==> src/hw/rtl/nmeaps_pkg.sv <==
package nmeaps_pkg;

	// Character codes the parser reacts to.
	localparam logic [7:0] CHAR_DOLLAR = 8'h24;
	localparam logic [7:0] CHAR_COMMA  = 8'h2C;
	localparam logic [7:0] CHAR_DOT    = 8'h2E;
	localparam logic [7:0] CHAR_ZERO   = 8'h30;
	localparam logic [7:0] CHAR_NINE   = 8'h39;

	// Field widths of the byte and result words.
	localparam int BYTE_W    = 8;
	localparam int FIELD_W   = 5;
	localparam int FACTOR_W  = 16;
	localparam int LAT_W     = 30;
	localparam int LON_W     = 34;
	localparam int SPD_W     = 27;
	localparam int SPD_OUT_W = 33;

	// Accumulator limits and fraction digits kept per number.
	localparam logic [63:0] LAT_CAP = 64'd999999999;
	localparam logic [63:0] LON_CAP = 64'd9999999999;
	localparam logic [63:0] SPD_CAP = 64'd99999999;
	localparam int POS_SCALE = 5;
	localparam int SPD_SCALE = 3;

	// Highest field index; the comma count stops there.
	localparam logic [FIELD_W-1:0] FIELD_IDX_MAX = 5'd31;

	// Configuration register indexes.
	localparam int CFG_IDX_W = 3;
	localparam logic [CFG_IDX_W-1:0] REG_STATUS_FIELD    = 3'd0;
	localparam logic [CFG_IDX_W-1:0] REG_LATITUDE_FIELD  = 3'd1;
	localparam logic [CFG_IDX_W-1:0] REG_LONGITUDE_FIELD = 3'd2;
	localparam logic [CFG_IDX_W-1:0] REG_SPEED_FIELD     = 3'd3;
	localparam logic [CFG_IDX_W-1:0] REG_ACTIVE_CHAR     = 3'd4;
	localparam logic [CFG_IDX_W-1:0] REG_SPEED_FACTOR    = 3'd5;
	localparam int CFG_DATA_W = 16;

	// Reciprocal of 125 for exact division of values below 2^24:
	// y / 125 == (y * RECIP_M) >> RECIP_SHIFT.
	localparam int RECIP_W     = 25;
	localparam int RECIP_SHIFT = 31;
	localparam logic [RECIP_W-1:0] RECIP_M = 25'd17179870;
	localparam logic [9:0] MILLI_DIV = 10'd1000;

	// Result queue depth, a power of two.
	localparam int Q_DEPTH = 2;

	typedef struct packed {
		logic [FIELD_W-1:0]  status_field;
		logic [FIELD_W-1:0]  latitude_field;
		logic [FIELD_W-1:0]  longitude_field;
		logic [FIELD_W-1:0]  speed_field;
		logic [BYTE_W-1:0]   active_char;
		logic [FACTOR_W-1:0] speed_factor_milli;
	} cfg_t;

	// One finished sentence as handed from the parser to the scaler.
	typedef struct packed {
		logic             fix_active;
		logic [LAT_W-1:0] latitude_e5;
		logic [LON_W-1:0] longitude_e5;
		logic [SPD_W-1:0] speed_value;
	} entry_t;

	// Powers of ten up to 10^5.
	function automatic logic [16:0] pow10(input logic [2:0] k);
		logic [16:0] p;
		case (k)
			3'd0: p = 17'd1;
			3'd1: p = 17'd10;
			3'd2: p = 17'd100;
			3'd3: p = 17'd1000;
			3'd4: p = 17'd10000;
			3'd5: p = 17'd100000;
			default: p = 17'd1;
		endcase
		return p;
	endfunction

endpackage

==> src/hw/rtl/nmeaps_if.sv <==
// Byte channel into the parser.
interface nmeaps_byte_if import nmeaps_pkg::*; ();
	logic              valid;
	logic              ready;
	logic [BYTE_W-1:0] data_byte;
	logic              end_of_sentence;

	modport source(output valid, output data_byte, output end_of_sentence, input ready);
	modport sink(input valid, input data_byte, input end_of_sentence, output ready);
endinterface

// Result channel out of the block.
interface nmeaps_result_if import nmeaps_pkg::*; ();
	logic                 valid;
	logic                 ready;
	logic                 fix_active;
	logic [LAT_W-1:0]     latitude_e5;
	logic [LON_W-1:0]     longitude_e5;
	logic [SPD_OUT_W-1:0] speed_milli_kmh;

	modport source(output valid, output fix_active, output latitude_e5,
		output longitude_e5, output speed_milli_kmh, input ready);
	modport sink(input valid, input fix_active, input latitude_e5,
		input longitude_e5, input speed_milli_kmh, output ready);
endinterface

==> src/hw/rtl/nmeaps_num.sv <==
module nmeaps_num import nmeaps_pkg::*; #(
	parameter int VW = 30,
	parameter int CHARS = 10,
	parameter int SCALE = 5,
	parameter logic [63:0] CAP = 64'd999999999
) (
	input  logic              clk,
	input  logic              arst_n,
	input  logic              clear,
	input  logic              take,
	input  logic [BYTE_W-1:0] ch,
	output logic [VW-1:0]     value
);

	localparam int CW = $clog2(CHARS + 1);
	localparam int FW = $clog2(SCALE + 1);
	localparam int WX = VW + 4;

	logic [VW-1:0] val_q, val_d;
	logic [CW-1:0] cnt_q, cnt_d;
	logic [FW-1:0] frac_q, frac_d;
	logic          point_q, point_d;
	logic          stop_q, stop_d;

	logic          is_digit;
	logic [3:0]    digit;
	logic [2:0]    frac_pow;
	logic [WX-1:0] int_sum, frac_sum;
	logic [VW-1:0] int_val, frac_val;

	assign is_digit = (ch >= CHAR_ZERO) && (ch <= CHAR_NINE);
	assign digit    = ch[3:0];
	assign frac_pow = 3'(SCALE - 1) - 3'(frac_q);

	// Integer digit shifts the value up a decade; a fraction digit adds at its weight.
	assign int_sum  = (WX'(val_q) << 3) + (WX'(val_q) << 1)
		+ WX'(digit) * WX'(pow10(3'(SCALE)));
	assign frac_sum = WX'(val_q) + WX'(digit) * WX'(pow10(frac_pow));
	assign int_val  = (int_sum > WX'(CAP)) ? VW'(CAP) : VW'(int_sum);
	assign frac_val = (frac_sum > WX'(CAP)) ? VW'(CAP) : VW'(frac_sum);

	// Number syntax: digits, one optional point, digits; anything else ends it.
	always_comb begin
		val_d   = val_q;
		cnt_d   = cnt_q;
		frac_d  = frac_q;
		point_d = point_q;
		stop_d  = stop_q;
		if (clear) begin
			val_d   = '0;
			cnt_d   = '0;
			frac_d  = '0;
			point_d = 1'b0;
			stop_d  = 1'b0;
		end else if (take && (cnt_q < CW'(CHARS))) begin
			cnt_d = cnt_q + 1'b1;
			if (!stop_q) begin
				if (is_digit) begin
					if (!point_q) begin
						val_d = int_val;
					end else if (frac_q < FW'(SCALE)) begin
						frac_d = frac_q + 1'b1;
						val_d  = frac_val;
					end
				end else if ((ch == CHAR_DOT) && !point_q) begin
					point_d = 1'b1;
				end else begin
					stop_d = 1'b1;
				end
			end
		end
	end

	always_ff @(posedge clk or negedge arst_n) begin
		if (!arst_n) begin
			val_q   <= '0;
			cnt_q   <= '0;
			frac_q  <= '0;
			point_q <= 1'b0;
			stop_q  <= 1'b0;
		end else begin
			val_q   <= val_d;
			cnt_q   <= cnt_d;
			frac_q  <= frac_d;
			point_q <= point_d;
			stop_q  <= stop_d;
		end
	end

	assign value = val_d;

`ifndef ASSERT_OFF
	// The accumulator never passes its saturation limit.
	assert property (@(posedge clk) disable iff (!arst_n) WX'(val_q) <= WX'(CAP))
		else $error("number accumulator above its limit");

	// No more fraction digits are kept than the scale allows.
	assert property (@(posedge clk) disable iff (!arst_n)
		(frac_q <= FW'(SCALE)) && (!(frac_q != '0) || point_q))
		else $error("fraction digit count without a point or past scale");
`endif

endmodule

==> src/hw/rtl/nmeaps_front.sv <==
module nmeaps_front import nmeaps_pkg::*; #(
	parameter int SENTENCE_LEN = 70,
	parameter int LAT_CHARS = 10,
	parameter int LON_CHARS = 11,
	parameter int SPEED_CHARS = 5
) (
	input  logic         clk,
	input  logic         arst_n,
	nmeaps_byte_if.sink  sentence,
	input  cfg_t         cfg,
	input  logic         queue_full,
	output logic         push,
	output entry_t       push_data
);

	localparam int BPW = $clog2(SENTENCE_LEN + 1);

	logic [FIELD_W-1:0] field_count_q, field_count_d;
	logic [BPW-1:0]     byte_pos_q, byte_pos_d;
	logic               active_q, active_d;

	logic               fire, is_dollar, is_comma, counted;
	logic               sel_status, sel_lat, sel_lon, sel_spd;
	logic               clear;
	logic [LAT_W-1:0]   lat_value;
	logic [LON_W-1:0]   lon_value;
	logic [SPD_W-1:0]   spd_value;

	assign sentence.ready = !queue_full;
	assign fire      = sentence.valid && sentence.ready;
	assign is_dollar = (sentence.data_byte == CHAR_DOLLAR);
	assign is_comma  = (sentence.data_byte == CHAR_COMMA);
	assign counted   = fire && !is_dollar && (byte_pos_q < BPW'(SENTENCE_LEN));
	assign clear     = fire && is_dollar;

	// Field routing; status wins over latitude, then longitude, then speed.
	always_comb begin
		sel_status = 1'b0;
		sel_lat    = 1'b0;
		sel_lon    = 1'b0;
		sel_spd    = 1'b0;
		if (counted && !is_comma) begin
			if (field_count_q == cfg.status_field) begin
				sel_status = 1'b1;
			end else if (field_count_q == cfg.latitude_field) begin
				sel_lat = 1'b1;
			end else if (field_count_q == cfg.longitude_field) begin
				sel_lon = 1'b1;
			end else if (field_count_q == cfg.speed_field) begin
				sel_spd = 1'b1;
			end
		end
	end

	// Sentence counters and the fix flag, which survives a restart.
	always_comb begin
		field_count_d = field_count_q;
		byte_pos_d    = byte_pos_q;
		active_d      = active_q;
		if (clear) begin
			field_count_d = '0;
			byte_pos_d    = '0;
		end else if (counted) begin
			byte_pos_d = byte_pos_q + 1'b1;
			if (is_comma && (field_count_q != FIELD_IDX_MAX)) begin
				field_count_d = field_count_q + 1'b1;
			end
		end
		if (sel_status) begin
			active_d = (sentence.data_byte == cfg.active_char);
		end
	end

	always_ff @(posedge clk or negedge arst_n) begin
		if (!arst_n) begin
			field_count_q <= '0;
			byte_pos_q    <= '0;
			active_q      <= 1'b0;
		end else begin
			field_count_q <= field_count_d;
			byte_pos_q    <= byte_pos_d;
			active_q      <= active_d;
		end
	end

	nmeaps_num #(.VW(LAT_W), .CHARS(LAT_CHARS), .SCALE(POS_SCALE), .CAP(LAT_CAP)) u_lat (
		.clk(clk), .arst_n(arst_n), .clear(clear), .take(sel_lat),
		.ch(sentence.data_byte), .value(lat_value)
	);

	nmeaps_num #(.VW(LON_W), .CHARS(LON_CHARS), .SCALE(POS_SCALE), .CAP(LON_CAP)) u_lon (
		.clk(clk), .arst_n(arst_n), .clear(clear), .take(sel_lon),
		.ch(sentence.data_byte), .value(lon_value)
	);

	nmeaps_num #(.VW(SPD_W), .CHARS(SPEED_CHARS), .SCALE(SPD_SCALE), .CAP(SPD_CAP)) u_spd (
		.clk(clk), .arst_n(arst_n), .clear(clear), .take(sel_spd),
		.ch(sentence.data_byte), .value(spd_value)
	);

	// The last word of a sentence queues a snapshot of the updated state.
	assign push                   = fire && sentence.end_of_sentence;
	assign push_data.fix_active   = active_d;
	assign push_data.latitude_e5  = lat_value;
	assign push_data.longitude_e5 = lon_value;
	assign push_data.speed_value  = spd_value;

`ifndef ASSERT_OFF
	// The byte position stops at the sentence length limit.
	assert property (@(posedge clk) disable iff (!arst_n) byte_pos_q <= BPW'(SENTENCE_LEN))
		else $error("byte position past the sentence limit");
`endif

endmodule

==> src/hw/rtl/nmeaps_fifo.sv <==
module nmeaps_fifo import nmeaps_pkg::*; (
	input  logic   clk,
	input  logic   arst_n,
	input  logic   push,
	input  entry_t push_data,
	output logic   full,
	input  logic   pop,
	output entry_t head,
	output logic   head_valid
);

	localparam int AW = $clog2(Q_DEPTH);
	localparam int NW = $clog2(Q_DEPTH + 1);

	entry_t         slots_q [Q_DEPTH];
	logic [AW-1:0]  wr_ptr_q, rd_ptr_q;
	logic [NW-1:0]  count_q;

	assign full       = (count_q == NW'(Q_DEPTH));
	assign head_valid = (count_q != '0);
	assign head       = slots_q[rd_ptr_q];

	// Entry storage.
	always_ff @(posedge clk) begin
		if (push) begin
			slots_q[wr_ptr_q] <= push_data;
		end
	end

	// Pointers and fill level.
	always_ff @(posedge clk or negedge arst_n) begin
		if (!arst_n) begin
			wr_ptr_q <= '0;
			rd_ptr_q <= '0;
			count_q  <= '0;
		end else begin
			if (push) begin
				wr_ptr_q <= wr_ptr_q + 1'b1;
			end
			if (pop) begin
				rd_ptr_q <= rd_ptr_q + 1'b1;
			end
			if (push && !pop) begin
				count_q <= count_q + 1'b1;
			end else if (pop && !push) begin
				count_q <= count_q - 1'b1;
			end
		end
	end

`ifndef ASSERT_OFF
	// Neither overflow nor underflow can happen with the handshakes as wired.
	assert property (@(posedge clk) disable iff (!arst_n) (!(push && full)) && (!(pop && !head_valid)))
		else $error("result queue written when full or read when empty");

	// The fill level follows the pointer distance.
	assert property (@(posedge clk) disable iff (!arst_n)
		full || (AW'(wr_ptr_q - rd_ptr_q) == AW'(count_q)))
		else $error("result queue pointers and level disagree");
`endif

endmodule

==> src/hw/rtl/nmeaps_back.sv <==
module nmeaps_back import nmeaps_pkg::*; (
	input  logic                clk,
	input  logic                arst_n,
	input  entry_t              head,
	input  logic                head_valid,
	input  logic [FACTOR_W-1:0] factor,
	output logic                pop,
	nmeaps_result_if.source     result
);

	localparam int MW  = 24 + RECIP_W;
	localparam int QW  = MW - RECIP_SHIFT;
	localparam int HW  = QW + FACTOR_W;
	localparam int LW  = 10 + FACTOR_W;
	localparam int L2W = (LW - 3) + RECIP_W;

	typedef struct packed {
		logic             fix_active;
		logic [LAT_W-1:0] latitude_e5;
		logic [LON_W-1:0] longitude_e5;
	} pos_t;

	logic                 adv;
	logic                 v_s1, v_s2, v_s3, v_s4, v_s5;
	pos_t                 pos_s1, pos_s2, pos_s3, pos_s4, pos_s5;
	logic [MW-1:0]        mul_s1;
	logic [SPD_W-1:0]     spd_s1;
	logic [QW-1:0]        hi_s2;
	logic [9:0]           lo_s2;
	logic [HW-1:0]        hif_s3, hif_s4;
	logic [LW-1:0]        lof_s3;
	logic [L2W-1:0]       lom_s4;
	logic [SPD_OUT_W-1:0] spd_s5;

	logic [QW-1:0]        hi_q1;
	logic [SPD_W-1:0]     hi_times_k;

	// The whole pipeline stalls only when its last stage holds an untaken word.
	assign adv = !v_s5 || result.ready;
	assign pop = head_valid && adv;

	// Split the speed into thousands and remainder so each product stays narrow.
	assign hi_q1      = mul_s1[MW-1:RECIP_SHIFT];
	assign hi_times_k = SPD_W'(hi_q1) * SPD_W'(MILLI_DIV);

	always_ff @(posedge clk or negedge arst_n) begin
		if (!arst_n) begin
			v_s1 <= 1'b0;
			v_s2 <= 1'b0;
			v_s3 <= 1'b0;
			v_s4 <= 1'b0;
			v_s5 <= 1'b0;
		end else if (adv) begin
			v_s1 <= pop;
			v_s2 <= v_s1;
			v_s3 <= v_s2;
			v_s4 <= v_s3;
			v_s5 <= v_s4;
		end
	end

	always_ff @(posedge clk) begin
		if (adv) begin
			// Stage 1: speed over 1000 by reciprocal multiply.
			pos_s1 <= '{head.fix_active, head.latitude_e5, head.longitude_e5};
			spd_s1 <= head.speed_value;
			mul_s1 <= MW'(head.speed_value[SPD_W-1:3]) * MW'(RECIP_M);
			// Stage 2: quotient and remainder.
			pos_s2 <= pos_s1;
			hi_s2  <= hi_q1;
			lo_s2  <= 10'(spd_s1 - hi_times_k);
			// Stage 3: both parts times the factor.
			pos_s3 <= pos_s2;
			hif_s3 <= HW'(hi_s2) * HW'(factor);
			lof_s3 <= LW'(lo_s2) * LW'(factor);
			// Stage 4: remainder product over 1000.
			pos_s4 <= pos_s3;
			hif_s4 <= hif_s3;
			lom_s4 <= L2W'(lof_s3[LW-1:3]) * L2W'(RECIP_M);
			// Stage 5: sum into the output register.
			pos_s5 <= pos_s4;
			spd_s5 <= SPD_OUT_W'(hif_s4 + HW'(lom_s4[L2W-1:RECIP_SHIFT]));
		end
	end

	assign result.valid           = v_s5;
	assign result.fix_active      = pos_s5.fix_active;
	assign result.latitude_e5     = pos_s5.latitude_e5;
	assign result.longitude_e5    = pos_s5.longitude_e5;
	assign result.speed_milli_kmh = spd_s5;

endmodule

==> src/hw/rtl/nmea_position_speed_extractor.sv <==
// Parses NMEA RMC-style sentences one byte per clock: the parser accepts a
// word every cycle as long as the two-entry result queue has room, and only
// stalls input when results pile up because the result channel is not ready.
// A word marked as the end of a sentence yields one result once it leaves the queue
// and passes the five-stage multiply pipeline that scales knots to km/h; results
// stream out at one per cycle while the result channel is ready. Latitude and longitude
// come in units of 1e-5 of the field text, speed in 0.001 km/h. Configuration
// writes take effect on the next cycle and should be made while no sentence
// result is outstanding.
module nmea_position_speed_extractor import nmeaps_pkg::*; #(
	parameter int SENTENCE_LEN = 70,
	parameter int LAT_CHARS = 10,
	parameter int LON_CHARS = 11,
	parameter int SPEED_CHARS = 5
) (
	input  logic                  clk,
	input  logic                  arst_n,
	nmeaps_byte_if.sink           sentence,
	nmeaps_result_if.source       result,
	input  logic                  write_enable,
	input  logic [CFG_IDX_W-1:0]  reg_index,
	input  logic [CFG_DATA_W-1:0] write_data
);

	cfg_t   cfg_q;
	logic   push, pop, queue_full, head_valid;
	entry_t push_data, head;

	// Configuration registers; writes to unused indexes are dropped.
	always_ff @(posedge clk or negedge arst_n) begin
		if (!arst_n) begin
			cfg_q.status_field       <= 5'd2;
			cfg_q.latitude_field     <= 5'd3;
			cfg_q.longitude_field    <= 5'd5;
			cfg_q.speed_field        <= 5'd7;
			cfg_q.active_char        <= 8'd65;
			cfg_q.speed_factor_milli <= 16'd1852;
		end else if (write_enable) begin
			case (reg_index)
				REG_STATUS_FIELD:    cfg_q.status_field       <= write_data[FIELD_W-1:0];
				REG_LATITUDE_FIELD:  cfg_q.latitude_field     <= write_data[FIELD_W-1:0];
				REG_LONGITUDE_FIELD: cfg_q.longitude_field    <= write_data[FIELD_W-1:0];
				REG_SPEED_FIELD:     cfg_q.speed_field        <= write_data[FIELD_W-1:0];
				REG_ACTIVE_CHAR:     cfg_q.active_char        <= write_data[BYTE_W-1:0];
				REG_SPEED_FACTOR:    cfg_q.speed_factor_milli <= write_data[FACTOR_W-1:0];
				default: begin
				end
			endcase
		end
	end

	nmeaps_front #(
		.SENTENCE_LEN(SENTENCE_LEN),
		.LAT_CHARS(LAT_CHARS),
		.LON_CHARS(LON_CHARS),
		.SPEED_CHARS(SPEED_CHARS)
	) u_front (
		.clk(clk),
		.arst_n(arst_n),
		.sentence(sentence),
		.cfg(cfg_q),
		.queue_full(queue_full),
		.push(push),
		.push_data(push_data)
	);

	nmeaps_fifo u_fifo (
		.clk(clk),
		.arst_n(arst_n),
		.push(push),
		.push_data(push_data),
		.full(queue_full),
		.pop(pop),
		.head(head),
		.head_valid(head_valid)
	);

	nmeaps_back u_back (
		.clk(clk),
		.arst_n(arst_n),
		.head(head),
		.head_valid(head_valid),
		.factor(cfg_q.speed_factor_milli),
		.pop(pop),
		.result(result)
	);

endmodule

==> src/flat_wrapper.sv <==
// flat-port wrapper written by rule: the top's interface ports become plain ports
module nmea_position_speed_extractor_flat import nmeaps_pkg::*;
#(
	parameter int SENTENCE_LEN = 70,
	parameter int LAT_CHARS = 10,
	parameter int LON_CHARS = 11,
	parameter int SPEED_CHARS = 5
)
  (clk, arst_n, write_enable, reg_index, write_data, sentence_valid, sentence_data_byte, sentence_end_of_sentence, sentence_ready, result_valid, result_fix_active, result_latitude_e5, result_longitude_e5, result_speed_milli_kmh, result_ready);
  nmeaps_byte_if sentence_i ();
  nmeaps_result_if result_i ();
  input  logic clk;
  input  logic arst_n;
  input  logic write_enable;
  input  logic [CFG_IDX_W-1:0] reg_index;
  input  logic [CFG_DATA_W-1:0] write_data;
  input wire logic [$bits(sentence_i.valid)-1:0] sentence_valid;
  input wire logic [$bits(sentence_i.data_byte)-1:0] sentence_data_byte;
  input wire logic [$bits(sentence_i.end_of_sentence)-1:0] sentence_end_of_sentence;
  output wire logic [$bits(sentence_i.ready)-1:0] sentence_ready;
  output wire logic [$bits(result_i.valid)-1:0] result_valid;
  output wire logic [$bits(result_i.fix_active)-1:0] result_fix_active;
  output wire logic [$bits(result_i.latitude_e5)-1:0] result_latitude_e5;
  output wire logic [$bits(result_i.longitude_e5)-1:0] result_longitude_e5;
  output wire logic [$bits(result_i.speed_milli_kmh)-1:0] result_speed_milli_kmh;
  input wire logic [$bits(result_i.ready)-1:0] result_ready;
  assign sentence_i.valid = sentence_valid;
  assign sentence_i.data_byte = sentence_data_byte;
  assign sentence_i.end_of_sentence = sentence_end_of_sentence;
  assign sentence_ready = sentence_i.ready;
  assign result_valid = result_i.valid;
  assign result_fix_active = result_i.fix_active;
  assign result_latitude_e5 = result_i.latitude_e5;
  assign result_longitude_e5 = result_i.longitude_e5;
  assign result_speed_milli_kmh = result_i.speed_milli_kmh;
  assign result_i.ready = result_ready;
  nmea_position_speed_extractor #(.SENTENCE_LEN(SENTENCE_LEN), .LAT_CHARS(LAT_CHARS), .LON_CHARS(LON_CHARS), .SPEED_CHARS(SPEED_CHARS)) u_core (.clk(clk), .arst_n(arst_n), .sentence(sentence_i), .result(result_i), .write_enable(write_enable), .reg_index(reg_index), .write_data(write_data));
endmodule
==> config.mk <==
export PLATFORM = sky130hd
export DESIGN_NAME = nmea_position_speed_extractor_flat
export DESIGN_NICKNAME = d
export VERILOG_FILES = /design/src/hw/rtl/nmeaps_pkg.sv /design/src/hw/rtl/nmeaps_if.sv /design/src/hw/rtl/nmeaps_num.sv /design/src/hw/rtl/nmeaps_front.sv /design/src/hw/rtl/nmeaps_fifo.sv /design/src/hw/rtl/nmeaps_back.sv /design/src/hw/rtl/nmea_position_speed_extractor.sv /design/src/flat_wrapper.sv
export SDC_FILE = /design/constraint.sdc
export NUM_CORES = 2
export LEC_CHECK = 0
export BUFFER_PORTS_ARGS = -buffer_cell sky130_fd_sc_hd__buf_2
export CORE_ASPECT_RATIO = 0.8
export CORE_MARGIN = 8
export CORE_UTILIZATION = 30
export DETAILED_ROUTE_END_ITERATION = 10
export SLEW_MARGIN = 15
export SYNTH_ARGS = -nofsm -noshare
export SYNTH_HDL_FRONTEND = slang
export SYNTH_SLANG_ARGS = --single-unit
==> constraint.sdc <==
create_clock -name clk -period 23 [get_ports clk]
set_input_delay 6.9 -clock clk [delete_from_list [all_inputs] [get_ports clk]]
set_output_delay 6.9 -clock clk [all_outputs]
set_load 0.05 [all_outputs]
==> run_results.csv <==
group,metric,value,unit
clocking,postCtsSetupBuffers,0,
sta,final.setup.worst_slack,8.54,ns
critical_path,endpoint_kind,"flip-flop",
placement,portBuffers,132,
grt,grt_pass1_vias,55700,
floorplan,dieArea,0.283,mm2
floorplan,fp-row-count,169,
sta,tightest_slew,1.17,ns
critical_path,critical_path_class,"in2reg",
sta,fin_crit_sh,0.629,
sta,setup_viol,0,
run,cap_violations,0,
layout,nets,9228,
critical_path,r2r_setup_slack,13.68,ns
grt,met2_usage,0.230,
sta,rsz0062_at_grt,"no",
clocking,cts_hold_buffers,0,
drt,drt_iter0_markers,3501,
logic_synthesis,synthCells,7298,
grt,grt_pass1_wl,317,mm
clocking,cts_root_buf,"clkbuf_16",
critical_path,critPathMaxFanout,32,
logic_synthesis,seq_area_frac_synth,0.323,
placement,dpl_worst_slack,8.07,ns
sta,fin_tns_setup,0,ns
placement,dp_hpwl,156,mm
drt,wl,199,mm
sta,slew_headroom,0.212,
clocking,h-tree-depth,3,
status,status,"finished clean",
layout,final_cell_mix,"inv_1, ha_1, fa_1",
drt,ant_nets,0,
sta,fin_crit,14.46,ns
clocking,cts_buffers,99,
logic_synthesis,synth_edf_count,704,
critical_path,crit_arrival,14.93,ns
drt,drc,0,
critical_path,cp-start-kind,"input pin",
critical_path,slowest_delay,0.84,ns
sta,fmax,0.0692,GHz
drt,viasPerCell,4.82,
logic_synthesis,yosysWarnings,0,
grt,grt.total_usage,0.140,
placement,place_congestion,0.919,
floorplan,die_h,477,um
floorplan,die-width,592,um
critical_path,cp_slowest_cell,"fa_1",
sta,finalHoldViolCount,0,
critical_path,crit_required,23.48,ns
critical_path,reg2reg_from,"u_core.u_fifo.rd_ptr_q",
drt,firstDrtPassIters,6,
clocking,cts_tree,"done",
clocking,clk-insertion-delay-late,0.78,ns
grt,grt_use_met1,0.195,
critical_path,path_delay_family,"compound AO/OA/AOI/OAI gates",
drt,num_vias,52900,
clocking,cts.sinks,886,
grt,global_route.usage.met3,0.0201,
grt,grt.busiest_layer,"met2",
logic_synthesis,syn_nets,9147,
logic_synthesis,yosysUniqueCellTypes,111,
critical_path,cp_common_cell,"a21oi_1",
logic_synthesis,ys.flop_type,"edfxtp_1",
logic_synthesis,synthArstFlopShare,0.205,
logic_synthesis,synth_area_per_cell,10.9,um2
grt,antenna_found_initial,15,
clocking,cts_resized,0,
clocking,path_clk_slew,0.07,ns
clocking,clk_path_buf_depth,3,
layout,drive_above_1_share,0.0773,
floorplan,io_pins,133,
sta,clock_skew,0.0845,ns
drt,wl_per_cell,18.1,um
layout,syn_to_final_growth,10.2,%
floorplan,core-area,0.265,mm2
grt,grt_max_degree,164,
layout,fill_cells,26600,
logic_synthesis,synth_area,0.0797,mm2
floorplan,initial_core_util,0.301,
layout,layout_commonest_cell,"inv_1",
critical_path,path_buf_inv,5,
layout,post-route-util,0.332,
hold_path,hp-class,"reg2reg",
sta,slew_viol_final,0,
grt,grt-ovfl-total,0,
critical_path,crit_start,"sentence_data_byte[0]",
logic_synthesis,synth-seq-cells,886,
hold_path,min_from,"u_core.u_back.pos_s1[40]",
worst paths after layout:
check | endpoint | cells past startpoint
min in group asynchronous | u_core.u_front.u_lat.val_q[26] | 1
worst min-delay path | u_core.u_back.pos_s2[40] | 0
max in group asynchronous | u_core.cfg_q[21] | 2
worst max register to register | u_core.u_back.mul_s1[47] | 25
worst max-delay path | u_core.u_fifo.slots_q[1][10] | 27
worst min register to register | u_core.u_back.pos_s2[40] | 0
state kept, by name (all words and copies together) (netlist names), 4 cells and up:
signal                                cells
u_core.u_front.u_lon.val_q               34
u_core.u_front.u_lat.val_q               30
u_core.u_back.pos_s1                     65
u_core.u_back.pos_s3                     65
u_core.u_back.pos_s4                     65
u_core.u_fifo.slots_q                   184
u_core.u_back.pos_s2                     65
u_core.u_front.byte_pos_q                 7
u_core.u_front.u_lon.cnt_q                4
u_core.u_back.result.latitude_e5         30
u_core.u_back.hif_s4                     33
u_core.u_front.u_lat.cnt_q                4
u_core.u_back.lof_s3                     23
u_core.u_back.spd_s1                     10
u_core.cfg_q                             44
u_core.u_back.mul_s1                     18
u_core.u_back.lo_s2                      10
u_core.u_back.result.longitude_e5        34
u_core.u_back.hi_s2                      18
u_core.u_back.hif_s3                     33
u_core.u_front.u_spd.val_q               27
u_core.u_back.result.speed_milli_kmh     33
u_core.u_back.lom_s4                     17
u_core.u_front.field_count_q              5
through the flow:
step	cells	hold WS [ns]	area [um2]
finish	11000	0.407	87800
global route	11000	0.416	87800
CTS	11000	0.400	87800
detailed placement	10800	0.405	84400
global placement	10800	0.400	84400
floorplan	7298	0.400	79700
logic make-up (layout without fill, tap and decap cells):
kind of cell / Yosys count / in the layout / share of synthesized area
AOI/OAI and AO/OA: 1089 / 1089 / 0.0934
xor gates and xnor gates: 309 / 309 / 0.0340
adders and majority gates: 1816 / 1816 / 0.363
buffers and inverters: 1528 / 1696 / 0.0728
DFF: 886 / 886 / 0.323
muxes: 154 / 154 / 0.0215
other: 0 / 3 / 0
and+or+nand+nor: 1516 / 1516 / 0.0928
area by class of cell:
type,instances,area (um2),share of cell area
Inverter,1327,4990,0.0568
Sequential cell,886,25700,0.293
Antenna cell,3,7.51,0.0000855
Timing Repair Buffer,181,1050,0.0120
Clock inverter,70,881,0.0100
Multi-Input combinational cell,4884,48200,0.549
Clock buffer,118,2570,0.0292
Tap cell,3505,4390,0.0499
Yosys cell counts, types with 16 or more instances:
cell type,number,share of area
and3_1,50,0.0039
nand3_1,103,0.0065
a211o_1,16,0.0018
or3_1,18,0.0014
mux2i_1,17,0.0021
xor2_1,105,0.012
o21a_1,59,0.0056
and2_1,212,0.017
nor2_1,263,0.012
edfxtp_1,704,0.27
a211oi_1,31,0.0029
dfrtp_1,165,0.052
o21bai_1,37,0.0035
clkbuf_1,169,0.0080
mux2_2,137,0.019
a221oi_1,55,0.0060
or2_2,24,0.0019
nor2b_1,64,0.0050
fa_1,828,0.21
ha_1,988,0.16
xnor2_1,203,0.022
a21oi_1,265,0.017
o211ai_1,27,0.0025
nor4_1,17,0.0013
buf_2,17,0.0011
nand2b_1,47,0.0037
nor3_1,73,0.0046
o21ai_0,198,0.012
nand2_1,538,0.025
inv_1,1324,0.062
nand4_1,46,0.0036
o21ai_1,17,0.0011
a31oi_1,42,0.0033
o31ai_1,16,0.0015
a21o_1,137,0.013
dfstp_2,17,0.0056
layer usage:
layer	share of wire	wire (um)	up-vias
met5	0	0	-
met4	0.024	4750	0
met3	0.056	11200	252
met2	0.46	91300	1327
met1	0.46	91800	26600
li1	-	-	24700
Power is not shown: default switching activity piles up to over one toggle a cycle in this logic, so the estimate is an artifact.
